$ cat src/hw/rtl/srpda_pkg.sv
// Shared constants, codes and types of the sparse row dot accumulator.
package srpda_pkg;

    // Field widths of one input item and one result item
    localparam int FUNC_W = 2;
    localparam int IDX_W  = 10;
    localparam int DATA_W = 8;
    localparam int MODE_W = 2;
    localparam int OUT_W  = 32;

    // Lane product of mode 0 fits in 17 signed bits (-128 * 255)
    localparam int PROD_W = 17;

    // Defaults of the top level parameters
    localparam int VECTOR_DEPTH_DEF = 1024;
    localparam int ACC_WIDTH_DEF    = 32;

    // Decoupling queue between front and back
    localparam int QUEUE_DEPTH = 4;
    localparam int QPTR_W      = $clog2(QUEUE_DEPTH);
    localparam int QCNT_W      = $clog2(QUEUE_DEPTH + 1);

    // Item kinds; the fourth code is ignored
    localparam logic [FUNC_W-1:0] FUNC_LOAD    = 2'd0;
    localparam logic [FUNC_W-1:0] FUNC_NONZERO = 2'd1;
    localparam logic [FUNC_W-1:0] FUNC_EMPTY   = 2'd2;

    // Precision modes; every other code selects two 4-bit lanes
    localparam logic [MODE_W-1:0] MODE_INT8 = 2'd0;
    localparam logic [MODE_W-1:0] MODE_INT2 = 2'd1;

    // One operation handed from front to back
    typedef struct packed {
        logic              is_empty;
        logic [DATA_W-1:0] val;
        logic [DATA_W-1:0] vec;
        logic              last;
    } srpda_op_t;

    typedef struct packed {
        logic      valid;
        srpda_op_t op;
    } srpda_entry_t;

endpackage

$ cat src/hw/rtl/srpda_queue.sv
// Short register queue that decouples the front end from the accumulate stage.
module srpda_queue (
    input  logic                          aclk,
    input  logic                          aresetn,
    input  srpda_pkg::srpda_entry_t       push,
    input  logic                          pop,
    output srpda_pkg::srpda_entry_t       head,
    output logic [srpda_pkg::QCNT_W-1:0]  count
);
    import srpda_pkg::*;

    srpda_op_t          slots [QUEUE_DEPTH];
    logic [QPTR_W-1:0]  wr_ptr_reg, wr_ptr_next;
    logic [QPTR_W-1:0]  rd_ptr_reg, rd_ptr_next;
    logic [QCNT_W-1:0]  count_reg, count_next;
    logic               do_pop;

    assign do_pop = pop && (count_reg != '0);

    always_comb begin
        wr_ptr_next = wr_ptr_reg;
        rd_ptr_next = rd_ptr_reg;
        count_next  = count_reg;
        if (push.valid) begin
            wr_ptr_next = wr_ptr_reg + QPTR_W'(1);
        end
        if (do_pop) begin
            rd_ptr_next = rd_ptr_reg + QPTR_W'(1);
        end
        case ({push.valid, do_pop})
            2'b10:   count_next = count_reg + QCNT_W'(1);
            2'b01:   count_next = count_reg - QCNT_W'(1);
            default: count_next = count_reg;
        endcase
    end

    always_ff @(posedge aclk) begin
        if (!aresetn) begin
            wr_ptr_reg <= '0;
            rd_ptr_reg <= '0;
            count_reg  <= '0;
        end else begin
            wr_ptr_reg <= wr_ptr_next;
            rd_ptr_reg <= rd_ptr_next;
            count_reg  <= count_next;
        end
        if (push.valid) begin
            slots[wr_ptr_reg] <= push.op;
        end
    end

    assign head.valid = (count_reg != '0);
    assign head.op    = slots[rd_ptr_reg];
    assign count      = count_reg;

endmodule

$ cat config.mk
export PLATFORM = sky130hd
export DESIGN_NAME = srpda_queue
export DESIGN_NICKNAME = d
export VERILOG_FILES = /design/src/hw/rtl/srpda_pkg.sv /design/src/hw/rtl/srpda_queue.sv
export SDC_FILE = /design/constraint.sdc
export NUM_CORES = 1
export LEC_CHECK = 0
export ABC_AREA = 1
export BUFFER_PORTS_ARGS = -buffer_cell sky130_fd_sc_hd__buf_4
export CAP_MARGIN = 25
export CORE_AREA = 4 4 78 80
export CTS_BUF_LIST = sky130_fd_sc_hd__clkbuf_16
export CTS_CLUSTER_DIAMETER = 200
export CTS_CLUSTER_SIZE = 25
export DETAILED_ROUTE_END_ITERATION = 8
export DIE_AREA = 0 0 82 84
export GPL_TIMING_DRIVEN = 0
export PLACE_DENSITY_LB_ADDON = 0.08
export SLEW_MARGIN = 15
export SYNTH_ARGS = -nofsm -noshare
export SYNTH_HDL_FRONTEND = slang
export SYNTH_SLANG_ARGS = --single-unit
$ cat constraint.sdc
create_clock -name aclk -period 2.4 [get_ports aclk]
set_input_delay 0 -clock aclk [delete_from_list [all_inputs] [get_ports aclk]]
set_output_delay 0 -clock aclk [all_outputs]
set_load 0.05 [all_outputs]
==> out/qor.yml <==
synth:
  synthCells: 239
  synth_warnings: 0
  ys_seq_area_share_pct: 73.8
  synth_fp_nets: 267
  syn_area_um2: 3170
  synth-simple-area-share_pct: 7.22
  synthTopCellsByArea: "edfxtp_1, dfxtp_1, nor2_1"
  synthXorXnorAreaFrac_pct: 0
  synth_compound_area_share_pct: 10.6
  synth_top_area_share_pct: 68.1
  synth.largest_area_cell: "edfxtp_1"
  syn_area_per_cell_um2: 13.3
  synthAdderAreaFrac_pct: 2.60
  synth.distinct_cells: 16
  synth_top_family_by_area: "compound AO/OA/AOI/OAI gates"
  synth.mux.area_fraction_pct: 0
  synth_seq_cells: 81
drt:
  antenna_left: 0
  initialDrtViolationCount: 194
  drc: 0
  routed_via_density: 5.23
  firstDrtPassIters: 4
  vias: 2044
  finalWirelength_mm: 6.42
  wl_per_cell_um: 16.4
cells_and_area:
  area_growth_pct: 29.6
  stdcell_count: 391
  antenna_cells: 0
  nets: 342
  final_cell_mix: "edfxtp_1, buf_4, nor2_1"
  final_layout_size_suffix_gt1_share_pct: 21.0
  final_common_cell: "edfxtp_1"
  largest_reg_flops: 72
setup_path:
  worstPathCellList: "nor2_1 -> nand2_1 -> nand2_1 -> inv_1 -> ha_1 -> inv_1 -> fa_1 -> inv_1 -> nand2_1 -> nand3_1 -> nand2_1 -> nand2_1 -> nor2_1"
  worstPathRequired_ns: 2.62
  arrival_ns: 2.00
  cpMostUsedCell: "nand2_1"
  rr_startpoint: "count[1]"
  crit_type: "reg2reg"
  r2r_end: "count[2]"
  critical_path.max_stage_delay_ns: 0.37
  critical_path.slowest_cell: "dfxtp_1"
  rr_worst_depth: 13
  cp-start-kind: "flip-flop"
  rrSetupSlack_ns: 0.62
  crit_path_end_kind: "flip-flop"
  cp_max_fo: 4
sta:
  slew_headroom_pct: 44.4
  hold_viol_final: 0
  timing.fmax_ghz: 0.561
  fin_tns_setup_ns: 0
  layout_worst_path_cycle_share_pct: 74.2
  timing.hold.ws_ns: 0.0290
  min_period_ns: 1.78
  tightest_slew_ns: 0.833
  skew_ns: 0.00392
  setup_viol: 0
  drv_slew: 0
  rsz0062_at_grt: "false"
pwr:
  total_power_mw: 4.27
  power_density_nw_per_um2: 1040
  ir_drop_uv: 631
  power_leakage_nw: 1.60
grt:
  track_usage_pct: 20.1
  grt_pass1_vias: 2001
  grt_max_degree: 19
  antenna_found_initial: 0
  grt_pass1_wl_mm: 10.0
  grt-ovfl-total: 0
floorplanning:
  start_util_pct: 58.7
  die_h_um: 84
  boundaryPins: 44
  die-area_um2: 6890
  rows: 27
  die-width_um: 82
  coreArea_um2: 5410
clock_tree:
  cts_max_path_buffers: 2
  clk_pin_slew_ns: 0.05
  clock_latency_ns: 0.33
  root_buffer: "clkbuf_16"
  clkSinkCount: 81
  post_cts_buffers: 0
  cts_made_buffers: 9
  cts_tree: "built"
  h-tree-depth: 3
hold_path:
  min_from: "push[18]"
  min_to: "wr_ptr_reg[0]"
  whs_path_depth: 3
  hold_class: "in2reg"
placement:
  hpwl_mm: 3.72
  place.gp.congestion: 0.722
  placedCellCount: 354
  port-buffer-count: 43
run:
  drv_cap: 0
outcome:
  status: "complete, no violations"
[synthesized netlist by cell type]
cell type  instances
inv_8              1
o22ai_1           18
ha_1               5
buf_4              3
fa_1               1
o21ai_1           15
nand3_1            3
dfxtp_1            9
inv_1             17
clkinv_2           1
nor2_1            42
a21oi_1            5
edfxtp_1          72
o21ai_0           25
nand2_1           15
buf_6              7
[kinds of logic (layout without fill, tap and decap cells)]
logic type,after synthesis,count (layout)
compound gates,63,63
flops,81,81
fa+ha+maj,6,6
simple gates,60,60
buf+inv,29,109
[what timing repair did]
| item | in CTS | in global routing |
|---|---|---|
| resized for setup | 0 | 0 |
| hold buffers | 21 | 0 |
| endpoints found under the hold margin | 81 | 0 |
[worst max-delay path by stage]
stage / from / cells past startpoint / to
5_1_grt: count[1] / 11 / count[2]
3_3_place_gp: count[1] / 13 / count[2]
2_1_floorplan: count[2] / 13 / count[2]
6_report: count[1] / 13 / count[2]
4_1_cts: count[1] / 13 / count[2]
3_5_place_dp: count[1] / 13 / count[2]
[power by group]
part | leakage [nW] | internal, mW | switching [mW] | total, mW
Combinational | 0.700 | 0.389 | 0.864 | 1.25
Clock | 0.169 | 0.874 | 0.487 | 1.36
Sequential | 0.736 | 1.62 | 0.0335 | 1.66
[routing by layer]
metal	vias up	part of all wire [%]	wire length [um]	GRT usage [%]
li1	1012	-	-	-
met1	957	42	2690	25.9
met2	66	52	3330	33.4
met3	9	5.3	341	4.43
met4	0	1.0	64	6.19
met5	-	0	0	0
[metrics by stage]
stage	setup WS (ns)	area (um^2)	utilization, %
2_1_floorplan	0.0497	3170	-
3_3_place_gp	0.683	3590	66.3
3_5_place_dp	0.640	3590	66.3
4_1_cts	0.631	4110	76.1
5_1_grt	0.459	4110	76.1
6_report	0.619	4110	76.1
[final cells by class]
class	instances	area [um^2]
Buffer	10	101
Clock buffer	12	300
Clock inverter	4	15.0
Fill cell	363	1290
Inverter	19	80.1
Multi-Input combinational cell	129	649
Sequential cell	81	2340
Tap cell	72	90.1
Timing Repair Buffer	64	533
[critical path, delay by kind of cell (launching register included)]
| family | cells | cell delay [ns] |
|---|---|---|
| and+or+nand+nor | 8 | 0.53 |
| adders and majority gates | 2 | 0.53 |
| DFF | 1 | 0.37 |
| buffers and inverters | 3 | 0.23 |
(Power assumes the default switching activity.)
