`src/hw/rtl/srpda_pkg.sv`:
```
// Shared constants, codes and types of the sparse row dot accumulator.
package srpda_pkg;

    // Field widths of one input item and one result item
    localparam int FUNC_W = 2;
    localparam int IDX_W  = 10;
    localparam int DATA_W = 8;
    localparam int MODE_W = 2;
    localparam int OUT_W  = 32;

    // Lane product of mode 0 fits in 17 signed bits (-128 * 255)
    localparam int PROD_W = 17;

    // Defaults of the top level parameters
    localparam int VECTOR_DEPTH_DEF = 1024;
    localparam int ACC_WIDTH_DEF    = 32;

    // Decoupling queue between front and back
    localparam int QUEUE_DEPTH = 4;
    localparam int QPTR_W      = $clog2(QUEUE_DEPTH);
    localparam int QCNT_W      = $clog2(QUEUE_DEPTH + 1);

    // Item kinds; the fourth code is ignored
    localparam logic [FUNC_W-1:0] FUNC_LOAD    = 2'd0;
    localparam logic [FUNC_W-1:0] FUNC_NONZERO = 2'd1;
    localparam logic [FUNC_W-1:0] FUNC_EMPTY   = 2'd2;

    // Precision modes; every other code selects two 4-bit lanes
    localparam logic [MODE_W-1:0] MODE_INT8 = 2'd0;
    localparam logic [MODE_W-1:0] MODE_INT2 = 2'd1;

    // One operation handed from front to back
    typedef struct packed {
        logic              is_empty;
        logic [DATA_W-1:0] val;
        logic [DATA_W-1:0] vec;
        logic              last;
    } srpda_op_t;

    typedef struct packed {
        logic      valid;
        srpda_op_t op;
    } srpda_entry_t;

endpackage

```
`src/hw/rtl/srpda_back.sv`:
```
// Back end: lane multiply, row accumulate and the result output register.
module srpda_back #(
    parameter int ACC_WIDTH = srpda_pkg::ACC_WIDTH_DEF
) (
    input  logic                          aclk,
    input  logic                          aresetn,
    input  logic [srpda_pkg::MODE_W-1:0]  mode,
    input  srpda_pkg::srpda_entry_t       head,
    output logic                          pop,
    output logic                          m_tvalid,
    input  logic                          m_tready,
    output logic [srpda_pkg::OUT_W-1:0]   m_tdata
);
    import srpda_pkg::*;

    // Sum of lane products under the precision mode; in the 2-bit and 4-bit modes each lane product wraps to lane width
    function automatic logic signed [PROD_W-1:0] lane_product(
        input logic [MODE_W-1:0] md,
        input logic [DATA_W-1:0] a,
        input logic [DATA_W-1:0] b
    );
        logic signed [PROD_W-1:0] s;
        logic signed [1:0]        a2, b2;
        logic signed [3:0]        p2;
        logic signed [3:0]        a4, b4;
        logic signed [7:0]        p4;
        s = '0;
        case (md)
            MODE_INT8: begin
                s = signed'({{(PROD_W-DATA_W){a[DATA_W-1]}}, a})
                  * signed'({{(PROD_W-DATA_W){1'b0}}, b});
            end
            MODE_INT2: begin
                for (int i = 0; i < 4; i++) begin
                    a2 = a[2*i +: 2];
                    b2 = b[2*i +: 2];
                    p2 = a2 * b2;
                    s  = s + PROD_W'(signed'(p2[1:0]));
                end
            end
            default: begin
                for (int i = 0; i < 2; i++) begin
                    a4 = a[4*i +: 4];
                    b4 = b[4*i +: 4];
                    p4 = a4 * b4;
                    s  = s + PROD_W'(signed'(p4[3:0]));
                end
            end
        endcase
        return s;
    endfunction

    logic signed [ACC_WIDTH-1:0] acc_reg, acc_next;
    logic signed [ACC_WIDTH-1:0] acc_sum;
    logic signed [PROD_W-1:0]    prod;
    logic                        m_valid_reg, m_valid_next;
    logic [OUT_W-1:0]            m_data_reg, m_data_next;
    logic                        needs_out;

    assign needs_out = head.op.is_empty || head.op.last;
    assign pop       = head.valid && (!needs_out || !m_valid_reg || m_tready);

    assign prod    = lane_product(mode, head.op.val, head.op.vec);
    assign acc_sum = acc_reg + ACC_WIDTH'(prod);

    always_comb begin
        acc_next     = acc_reg;
        m_valid_next = m_valid_reg && !m_tready;
        m_data_next  = m_data_reg;
        if (pop) begin
            if (head.op.is_empty) begin
                // empty row leaves a partial row sum untouched
                m_valid_next = 1'b1;
                m_data_next  = '0;
            end else if (head.op.last) begin
                m_valid_next = 1'b1;
                m_data_next  = OUT_W'(acc_sum);
                acc_next     = '0;
            end else begin
                acc_next     = acc_sum;
            end
        end
    end

    always_ff @(posedge aclk) begin
        if (!aresetn) begin
            acc_reg     <= '0;
            m_valid_reg <= 1'b0;
        end else begin
            acc_reg     <= acc_next;
            m_valid_reg <= m_valid_next;
        end
        m_data_reg <= m_data_next;
    end

    assign m_tvalid = m_valid_reg;
    assign m_tdata  = m_data_reg;

endmodule

```
`config.mk`:
```
export PLATFORM = sky130hd
export DESIGN_NAME = srpda_back
export DESIGN_NICKNAME = d
export VERILOG_FILES = /design/src/hw/rtl/srpda_pkg.sv /design/src/hw/rtl/srpda_back.sv
export SDC_FILE = /design/constraint.sdc
export NUM_CORES = 1
export LEC_CHECK = 0
export BUFFER_PORTS_ARGS = -buffer_cell sky130_fd_sc_hd__buf_2
export CORE_MARGIN = 2
export CORE_UTILIZATION = 50
export DETAILED_ROUTE_END_ITERATION = 10
export PLACE_DENSITY = 0.7
export SYNTH_ARGS = -nofsm -noshare
export SYNTH_HDL_FRONTEND = slang
export SYNTH_SLANG_ARGS = --single-unit
```
`constraint.sdc`:
```
create_clock -name aclk -period 8.5 [get_ports aclk]
set_input_delay 1.275 -clock aclk [delete_from_list [all_inputs] [get_ports aclk]]
set_output_delay 1.275 -clock aclk [all_outputs]
set_load 0.005 [all_outputs]
```
==> results_dict.tcl <==
set metrics [dict create \
    synth_top_family_by_area "adder cells" \
    via_count 5373 \
    cts_htree_levels 3 \
    vias_per_cell 5.48 \
    cellInternalPower_mw 1.06 \
    power.ir.vdd_worst_mv 0.189 \
    diodes 0 \
    clockPowerShare 0.215 \
    synth.area.mux_share 0.00594 \
    async_flop_share 0 \
    clk_latency_ns 0.34 \
    grt_pass1_vias 5382 \
    numPortBuffers 57 \
    hold_path_class "register to register" \
    synthCells 751 \
    synthXorXnorAreaFrac 0.0767 \
    yosysWarningCount 0 \
    critPathKind "input pin to register" \
    dp_hpwl_mm 11.7 \
    synth_edf_count 32 \
    ant_nets 0 \
    holdBufCountCts 0 \
    io_pins 58 \
    grt_max_degree 35 \
    synth_compound_area_frac 0.156 \
    fillers 1165 \
    antenna_found_initial 0 \
    drv_slew 0 \
    skew_ns 0.00794 \
    synthFlopType "dfxtp_1" \
    hold_viol_final 0 \
    drive_gt1_frac 0.111 \
    critical_path_arrival_ns 7.78 \
    syn_avg_cell_area_um2 8.97 \
    dr.pass1.iters 5 \
    slew_headroom 0.502 \
    start_util 0.511 \
    cts_setup_buffers 0 \
    synth_area_um2 6740 \
    status "finished, final reports clean" \
    clock_path_buffers 2 \
    period_minus_slack_ns 7.70 \
    post_cts_resized 0 \
    detail_route.wirelength_mm 14.7 \
    area_growth_pct 11.3 \
    grt_pass1_wl_mm 25.0 \
    finalWeightedCongestion 0.909 \
    rsz0062_at_grt "no" \
    final.setup.tns_ns 0 \
    wl_per_cell_um 15.0 \
    p_seq_frac 0.223 \
    timing.fmax_mhz 130 \
    combPwrFrac 0.562 \
    fin_ws_ns 0.802 \
    drtIter0Drc 297 \
    layout.cells.non_filler 981 \
    synth_fa_ha_area_frac 0.294 \
    maxCapViolations 0 \
    end_kind "register" \
    p_total_mw 1.80 \
    layout.nets 956 \
    worst_setup_path_start_kind "input pin" \
    drc 0 \
    gr-usage-all-layers 0.215 \
    yosysSeqAreaShare 0.241 \
    cts_tree "done" \
    synth_simple_gate_area_frac 0.172 \
    grt-ovfl-total 0 \
    powerDensity_nw_per_um2 240 \
    path_clk_slew_ns 0.05 \
    period_share 0.906 \
    die_area_um2 14400 \
    cts_made_buffers 9 \
    leakagePower_nw 3.55 \
    synthesis.nets 907 \
    switching_share 0.413 \
    worstMarginPinSlew_ns 0.747 \
    synth-seq-cells 65 \
    switchingPower_mw 0.744 \
    die_x_um 120 \
    clock-sinks 65 \
    core_um2 13200 \
    crit_required_ns 8.59 \
    dp_worst_setup_slack_ns 0.486 \
    cp_max_fo 8 \
    cts-root-buf "clkbuf_16" \
    finalSetupViolCount 0 \
    yosysUniqueCellTypes 56 \
    die_h_um 120 \
    dp_cells 965 \
    multi_input_comb_area_um2 4750 \
    final-seq-area_um2 1620 \
    num_rows 42 \
]
-- cell usage in the layout (no fill, tap or decap), drive strengths merged, types with 5 or more instances in the layout --
master / n
nand2: 64
xor2: 25
edfxtp: 32
nor2: 54
a211oi: 5
o21ai: 45
inv: 75
o21bai: 11
buf: 60
nand3: 8
clkbuf: 10
a22oi: 5
and2: 53
ha: 88
a21oi: 56
nor2b: 18
a21o: 16
nand2b: 11
dfxtp: 33
fa: 44
xnor2: 34
-- power by group through the flow --
stage	Combinational (mW)	Clock [mW]	Sequential, mW
detailed placement	1.00	0	0.406
global placement	0.979	0	0.406
floorplan	0.773	0	0.409
global route	1.15	0.407	0.404
CTS	1.01	0.394	0.401
finish	1.01	0.388	0.400
-- per-layer routing --
layer | up-vias | track usage | wire length [um]
met2 | 130 | 0.355 | 7150
met1 | 2563 | 0.276 | 6480
met5 | - | 0 | 0
met3 | 34 | 0.0456 | 671
li1 | 2646 | - | -
met4 | 0 | 0.0816 | 449
-- worst paths after layout --
| path | from | end | slack [ns] | cells past startpoint |
|---|---|---|---|---|
| hold reg to reg | acc_reg[20]$_SDFFE_PN0P_ | acc_reg[20]$_SDFFE_PN0P_ | 0.47 | 2 |
| hold / removal | acc_reg[20]$_SDFFE_PN0P_ | acc_reg[20]$_SDFFE_PN0P_ | 0.47 | 2 |
| setup reg to reg | acc_reg[0]$_SDFFE_PN0P_ | m_tdata[28]$_SDFFCE_PP0P_ | 5.27 | 12 |
| setup / recovery | head[1] | m_tdata[28]$_SDFFCE_PP0P_ | 0.80 | 27 |
-- final cells by class --
cell class,instances,share of cell area
clock buffers,10,0.0305
well taps,176,0.0294
repair buffers,60,0.0411
inverters,75,0.0376
flip-flops and latches,65,0.216
multi-input cells,589,0.634
clock inverters,6,0.0110
-- stage by stage --
| step | utilization | hold slack, ns | cell area (um^2) |
|---|---|---|---|
| after floorplan | - | 0.432 | 6740 |
| after global placement | 0.545 | 0.449 | 7180 |
| after detailed placement | 0.545 | 0.453 | 7180 |
| after CTS | 0.568 | 0.466 | 7500 |
| after global routing | 0.568 | 0.502 | 7500 |
| final | 0.568 | 0.468 | 7500 |
-- synthesized netlist by cell type, types with 18 or more instances --
cell	count	share of area
ha_1	88	0.16
inv_1	75	0.042
nand2_1	64	0.036
a21oi_1	54	0.040
nor2_1	54	0.030
and2_1	53	0.049
fa_1	44	0.13
o21ai_0	43	0.032
xnor2_1	34	0.044
dfxtp_1	33	0.098
edfxtp_1	32	0.14
xor2_1	25	0.032
clkbuf_1	21	0.012
nor2b_1	18	0.017
-- logic make-up after synthesis --
group | count (synthesis)
xor+xnor | 59
simple gates | 229
mux | 4
fa+ha+maj | 132
buf+inv | 97
compound gates | 165
flops | 65
-- critical path, cell delays in order --
cell and delay, ns:
buf_2 0.13, nand2b_1 0.17, fa_1 0.52, fa_1 0.56, inv_1 0.06, fa_1 0.53, inv_1 0.05, fa_1 0.53
inv_1 0.04, ha_1 0.34, a21o_1 0.17, a21oi_1 0.21, o21ai_0 0.19, a31o_2 0.31, a31oi_1 0.20, xnor2_1 0.10
a21o_1 0.18, ha_1 0.36, a21o_1 0.24, a211oi_2 0.24, o21bai_1 0.14, a211o_1 0.31, a21oi_2 0.16, a21oi_1 0.14
o211ai_1 0.29, nand3_1 0.15, and3b_1 0.20
No activity file was read; power rests on OpenSTA's default activity.
